`config.mk`:
```
export PLATFORM = sky130hd
export DESIGN_NAME = abkf_ctrl
export DESIGN_NICKNAME = d
export VERILOG_FILES = /design/src/hw/rtl/abkf_pkg.sv /design/src/hw/rtl/abkf_ctrl.sv
export SDC_FILE = /design/constraint.sdc
export NUM_CORES = 1
export LEC_CHECK = 0
export BUFFER_PORTS_ARGS = -buffer_cell sky130_fd_sc_hd__buf_2
export CORE_AREA = 2 2 39 41
export CTS_CLUSTER_DIAMETER = 60
export CTS_CLUSTER_SIZE = 8
export DETAILED_ROUTE_END_ITERATION = 7
export DIE_AREA = 0 0 41 43
export PLACE_DENSITY = 0.77
export SETUP_SLACK_MARGIN = 0.02
export SYNTH_ARGS = -nofsm -noshare
export SYNTH_HDL_FRONTEND = slang
export SYNTH_SLANG_ARGS = --single-unit
```
`constraint.sdc`:
```
create_clock -name clk_i -period 3.5 [get_ports clk_i]
set_clock_uncertainty 0.1 [all_clocks]
set_input_delay 0.175 -clock clk_i [delete_from_list [all_inputs] [get_ports clk_i]]
set_output_delay 0.175 -clock clk_i [all_outputs]
set_load 0.02 [all_outputs]
```
`src/hw/rtl/abkf_pkg.sv`:
```
// Shared types, constants and fixed-point helpers for the angle/bias Kalman filter.
package abkf_pkg;

  localparam int unsigned FracBits = 30;
  localparam int unsigned CfgW     = 31;
  localparam int unsigned IdxW     = 2;

  localparam logic [IdxW-1:0] RegDt     = 2'd0;
  localparam logic [IdxW-1:0] RegQAngle = 2'd1;
  localparam logic [IdxW-1:0] RegQBias  = 2'd2;
  localparam logic [IdxW-1:0] RegR      = 2'd3;

  localparam logic [CfgW-1:0] DtReset     = 31'd5368709;
  localparam logic [CfgW-1:0] QAngleReset = 31'd751619;
  localparam logic [CfgW-1:0] QBiasReset  = 31'd5368709;
  localparam logic [CfgW-1:0] RReset      = 31'd536870912;
  localparam logic signed [31:0] OneQ30   = 32'sd1073741824;

  // Multiplier operand selects.
  localparam logic [3:0] MulAPred = 4'd0;
  localparam logic [3:0] MulQ00   = 4'd1;
  localparam logic [3:0] MulQ01   = 4'd2;
  localparam logic [3:0] MulAng   = 4'd3;
  localparam logic [3:0] MulBias  = 4'd4;
  localparam logic [3:0] MulP00   = 4'd5;
  localparam logic [3:0] MulP01   = 4'd6;
  localparam logic [3:0] MulP10   = 4'd7;
  localparam logic [3:0] MulP11   = 4'd8;

  typedef struct packed {
    logic       load;      // capture inputs, prepare q11, inner, g-b
    logic       mul_go;    // issue multiply and write its result
    logic [3:0] mul_sel;
    logic       div_start; // start both gain divisions
    logic       div_step;
    logic       out_load;
  } abkf_cmd_t;

  typedef struct packed {
    logic div_done;
  } abkf_sts_t;

  function automatic logic signed [31:0] sat32(input logic signed [65:0] v);
    if (v > 66'sd2147483647) return 32'sh7fffffff;
    else if (v < -66'sd2147483648) return 32'sh80000000;
    else return v[31:0];
  endfunction

  // Rounded arithmetic shift by 30, ties toward plus infinity.
  function automatic logic signed [35:0] rnd30(input logic signed [65:0] p);
    logic signed [65:0] t;
    t = p + 66'sd536870912;
    return 36'(t >>> FracBits);
  endfunction

endpackage

```
`src/hw/rtl/abkf_ctrl.sv`:
```
// Sequencer for the filter: multiply schedule, division and result handshake.
module abkf_ctrl (
  input  logic                clk_i,
  input  logic                rst_ni,
  input  logic                in_valid,
  output logic                in_ready,
  output logic                out_valid,
  input  logic                out_ready,
  input  abkf_pkg::abkf_sts_t sts_i,
  output abkf_pkg::abkf_cmd_t cmd_o
);
  localparam logic [2:0] StIdle = 3'd0;
  localparam logic [2:0] StMul1 = 3'd1;
  localparam logic [2:0] StDiv  = 3'd2;
  localparam logic [2:0] StMul2 = 3'd3;
  localparam logic [2:0] StOut  = 3'd4;

  logic [2:0] state_q, state_d;
  logic [3:0] step_q, step_d;
  logic       ov_q, ov_d;

  assign in_ready  = (state_q == StIdle);
  assign out_valid = ov_q;

  always_comb begin
    state_d = state_q;
    step_d  = step_q;
    ov_d    = ov_q;
    cmd_o   = '0;
    if (ov_q && out_ready) ov_d = 1'b0;
    unique case (state_q)
      StIdle: begin
        if (in_valid) begin
          cmd_o.load = 1'b1;
          state_d    = StMul1;
          step_d     = abkf_pkg::MulAPred;
        end
      end
      StMul1: begin
        cmd_o.mul_go  = 1'b1;
        cmd_o.mul_sel = step_q;
        if (step_q == abkf_pkg::MulQ01) begin
          state_d = StDiv;
          cmd_o.div_start = 1'b0;
        end else begin
          step_d = step_q + 4'd1;
        end
      end
      StDiv: begin
        if (step_q == abkf_pkg::MulQ01) begin
          cmd_o.div_start = 1'b1;
          step_d = abkf_pkg::MulAng;
        end else if (sts_i.div_done) begin
          state_d = StMul2;
        end else begin
          cmd_o.div_step = 1'b1;
        end
      end
      StMul2: begin
        cmd_o.mul_go  = 1'b1;
        cmd_o.mul_sel = step_q;
        if (step_q == abkf_pkg::MulP11) state_d = StOut;
        else step_d = step_q + 4'd1;
      end
      StOut: begin
        if (!ov_q || out_ready) begin
          cmd_o.out_load = 1'b1;
          ov_d    = 1'b1;
          state_d = StIdle;
        end
      end
      default: state_d = StIdle;
    endcase
  end

  always_ff @(posedge clk_i or negedge rst_ni) begin
    if (!rst_ni) begin
      state_q <= StIdle;
      step_q  <= '0;
      ov_q    <= 1'b0;
    end else begin
      state_q <= state_d;
      step_q  <= step_d;
      ov_q    <= ov_d;
    end
  end
endmodule

```
==> impl_results.md <==
- Worst-path cell chain: inv_1 -> ha_1 -> or3b_1 -> nor2_1 -> buf_2
- Post-DRT Antenna Nets: 0
- Routability congestion estimate: 0.7653
- Post-layout util: 0.4991
- Worst hold path stage count: 3
- Vias: 538
- Post-synth EDFFs: 0
- Number of global-route vias before repair: 470
- Setup TNS: 0 ns
- Die area: between 1500 and 2000 um2
- H-tree depth: 1
- Fin cells: 97
- Tightest Pin Transition: 0.4553 ns
- Antenna Cells: 0
- Slowest stage delay, CP: 0.43 ns
- IO Pins: 16
- Fin. Hold Viols: 0
- Final period utilization: 0.5465
- Top layer in use: met3
- WL met3: about 30 um
- Core Area: between 1000 and 1500 um2
- Library cells used by synthesis: 30
- Drt first pass iters: 4
- Ys async rst share: 1.000
- Worst-path clk slew: around 0.06 ns
- RSZ-0062 raised after global routing: false
- Seq cells post-synth: 8
- Worst hold-check path type: in2reg
- Syn Std Cell Area: 589.3 um2
- # DRC: 0
- Synthesis Warnings: 0
- PwrDens: about 870 nW/um2
- Max FO, Critical Path: 6
- Hold path endpoint: out_valid
- 1st-iter DRT viols: 10
- Crit path max-delay cell type: dfrtp_1
- Core Rows: 14
- Total power: 597.9 uW
- Layout cells sized above 1: 0.2840
- Crit path launch type: register
- Top cell type by total area after synthesis: dfrtp_1
- Dpl hpwl: ~950 um
- Worst IR drop on VDD: around 0.30 mV
- Post-synth top area share: 0.3397
- Max Freq: between 0.5 and 0.6 GHz
- Nets@finish: 91
- Largest net degree at the start of global routing: 14
- Synth area leaders: dfrtp_1 (34%), ha_1 (6.4%), and2_1 (5.3%)
- Critical path arrival: 1.64 ns
- Total GRT Usage: 0.1721
- Via density: ~5.5
- Crit. End Element: output pin
- WL/cell: 13.11 um
- Sequential fraction of the synthesis area: 0.3397
- Clock sinks: 8
- Final Instance Area: between 600 and 700 um2
- Min cycle time layout: between 1.5 and 2 ns
- Root Driver: clkbuf_4
- TritonCTS Buffers: 3
- Synth-to-layout area growth: 17.20%
- Synth Net Count: between 70 and 80
- Post-synth top flop: dfrtp_1
- Reg2reg setup slack: roughly 1.8 ns
- Port bufs: 15
- GRT overflow: 0
- Avg Cell Area, Syn: around 8.9 um2
- Starting Density: 0.4259
- Max cap viols: 0
- Status: finished clean
- Area post-placement: around 660 um2
- Die width: between 40 and 50 um
- Die H: between 40 and 50 um
- Met2 wire len: ~660 um
- Leakage: about 0.35 nW
- Setup CP Type: reg2out
- DP Cell Count: between 90 and 100
- CP required: 3.22 ns
- Fin. max-slew vios: 0
- Initial antenna violation count: 0
- Clock Path Buffers: 2
- Worst reg2reg path depth: 6
- FF-to-FF End: step_q[2]
- Cells after synthesis: 66
- Setup Buffers After CTS: 0
- Skew-Pair Late Insertion Delay: 0.25 ns
- Worst R2R Start: step_q[0]
- Worst slew margin: 0.6965
- Hold path startpoint: out_ready
- CTS tree: done
- First-pass GRT wire length: ~2 mm
- Final Setup Violations: 0
- Metal-1 WL: ~580 um
- Final wirelength: 1.272 mm
[what timing repair did]
item	CTS	global route
resized for setup	0	0
hold endpoints to repair	8	0
hold buffers	1	0
[per-stage QoR]
stage | setup WS, ns | hold slack, ns
finish | 1.587 | 0.1120
detailed placement | 1.781 | -0.06639
global placement | 1.842 | -0.06938
floorplan | 1.803 | -0.2206
global route | 1.476 | 0.1519
CTS | 1.586 | 0.1103
[registers in the layout, indices dropped and copies added, names as in the netlist]
| register | count |
|---|---|
| out_valid | 1 |
| state_q | 3 |
| step_q | 4 |
[Yosys cell counts, types with 3 or more instances]
cell,number
nor2_1,6
and2_1,5
dfrtp_1,8
nand2_1,5
nor3_1,4
ha_1,3
buf_2,3
inv_1,3
[worst max-delay path, delay by kind of cell, from the launching register on]
family / cells / cell delay [ns]
fa+ha+maj: 1 / 0.17
buf+inv: 2 / 0.27
flops: 1 / 0.43
simple gates: 2 / 0.51
[metal layers]
| metal | vias up | GRT usage |
|---|---|---|
| met4 | 0 | 0.06000 |
| li1 | 262 | - |
| met3 | 0 | 0.06283 |
| met1 | 265 | 0.2145 |
| met5 | - | 0 |
| met2 | 11 | 0.2625 |
[worst max-delay path by stage]
stage / from / end / slack [ns] / cells after the start
2_1_floorplan: state_q[0] / cmd_o[8] / 1.80 / 3
4_1_cts: step_q[0] / cmd_o[2] / 1.59 / 5
3_5_place_dp: step_q[0] / step_q[2] / 1.78 / 6
5_1_grt: step_q[0] / cmd_o[2] / 1.48 / 5
3_3_place_gp: step_q[0] / step_q[2] / 1.84 / 6
6_report: step_q[0] / cmd_o[2] / 1.59 / 5
[cell usage in the layout, fill, tap and decap left out, drive strengths merged]
cell type    count
a311oi           1
nand2b           2
nand4            1
nand3            2
nor3b            1
o21ai            4
inv              3
and3             1
nor2b            2
o21bai           1
nor3             5
a211oi           1
a21oi            2
a2bb2oi          1
a22o             2
a21o             1
nand2            5
and2             5
dfrtp            8
or3b             2
clkbuf           3
mux2i            2
nor2             6
dlygate4sd3      1
nand3b           1
buf             15
ha               3
[report_power, final]
group	total (mW)	switching [mW]	internal, mW
clock	0.0718	0.0325	0.0393
sequential	0.207	0.0789	0.128
combinational	0.320	0.172	0.148
total	0.598	0.283	0.315
[area by class of cell]
type / count / area, um2
sequential: 8 / 200.2
inverter: 3 / 11.26
multi-input combinational: 51 / 351.6
timing repair buffer: 16 / 85.08
tap: 16 / 20.02
clock buffer: 3 / 22.52
fill: 133 / 693.2
[kinds of logic (layout without fill, tap and decap cells)]
kind of cell,after synthesis,count (layout),synth area share
AOI/OAI and AO/OA,13,13,0.1762
adders and majority gates,3,3,0.06370
buffers and inverters,7,22,0.06368
DFF,8,8,0.3397
muxes,2,2,0.03397
and+or+nand+nor,33,33,0.3227
Power figures use the tool's default switching activity.
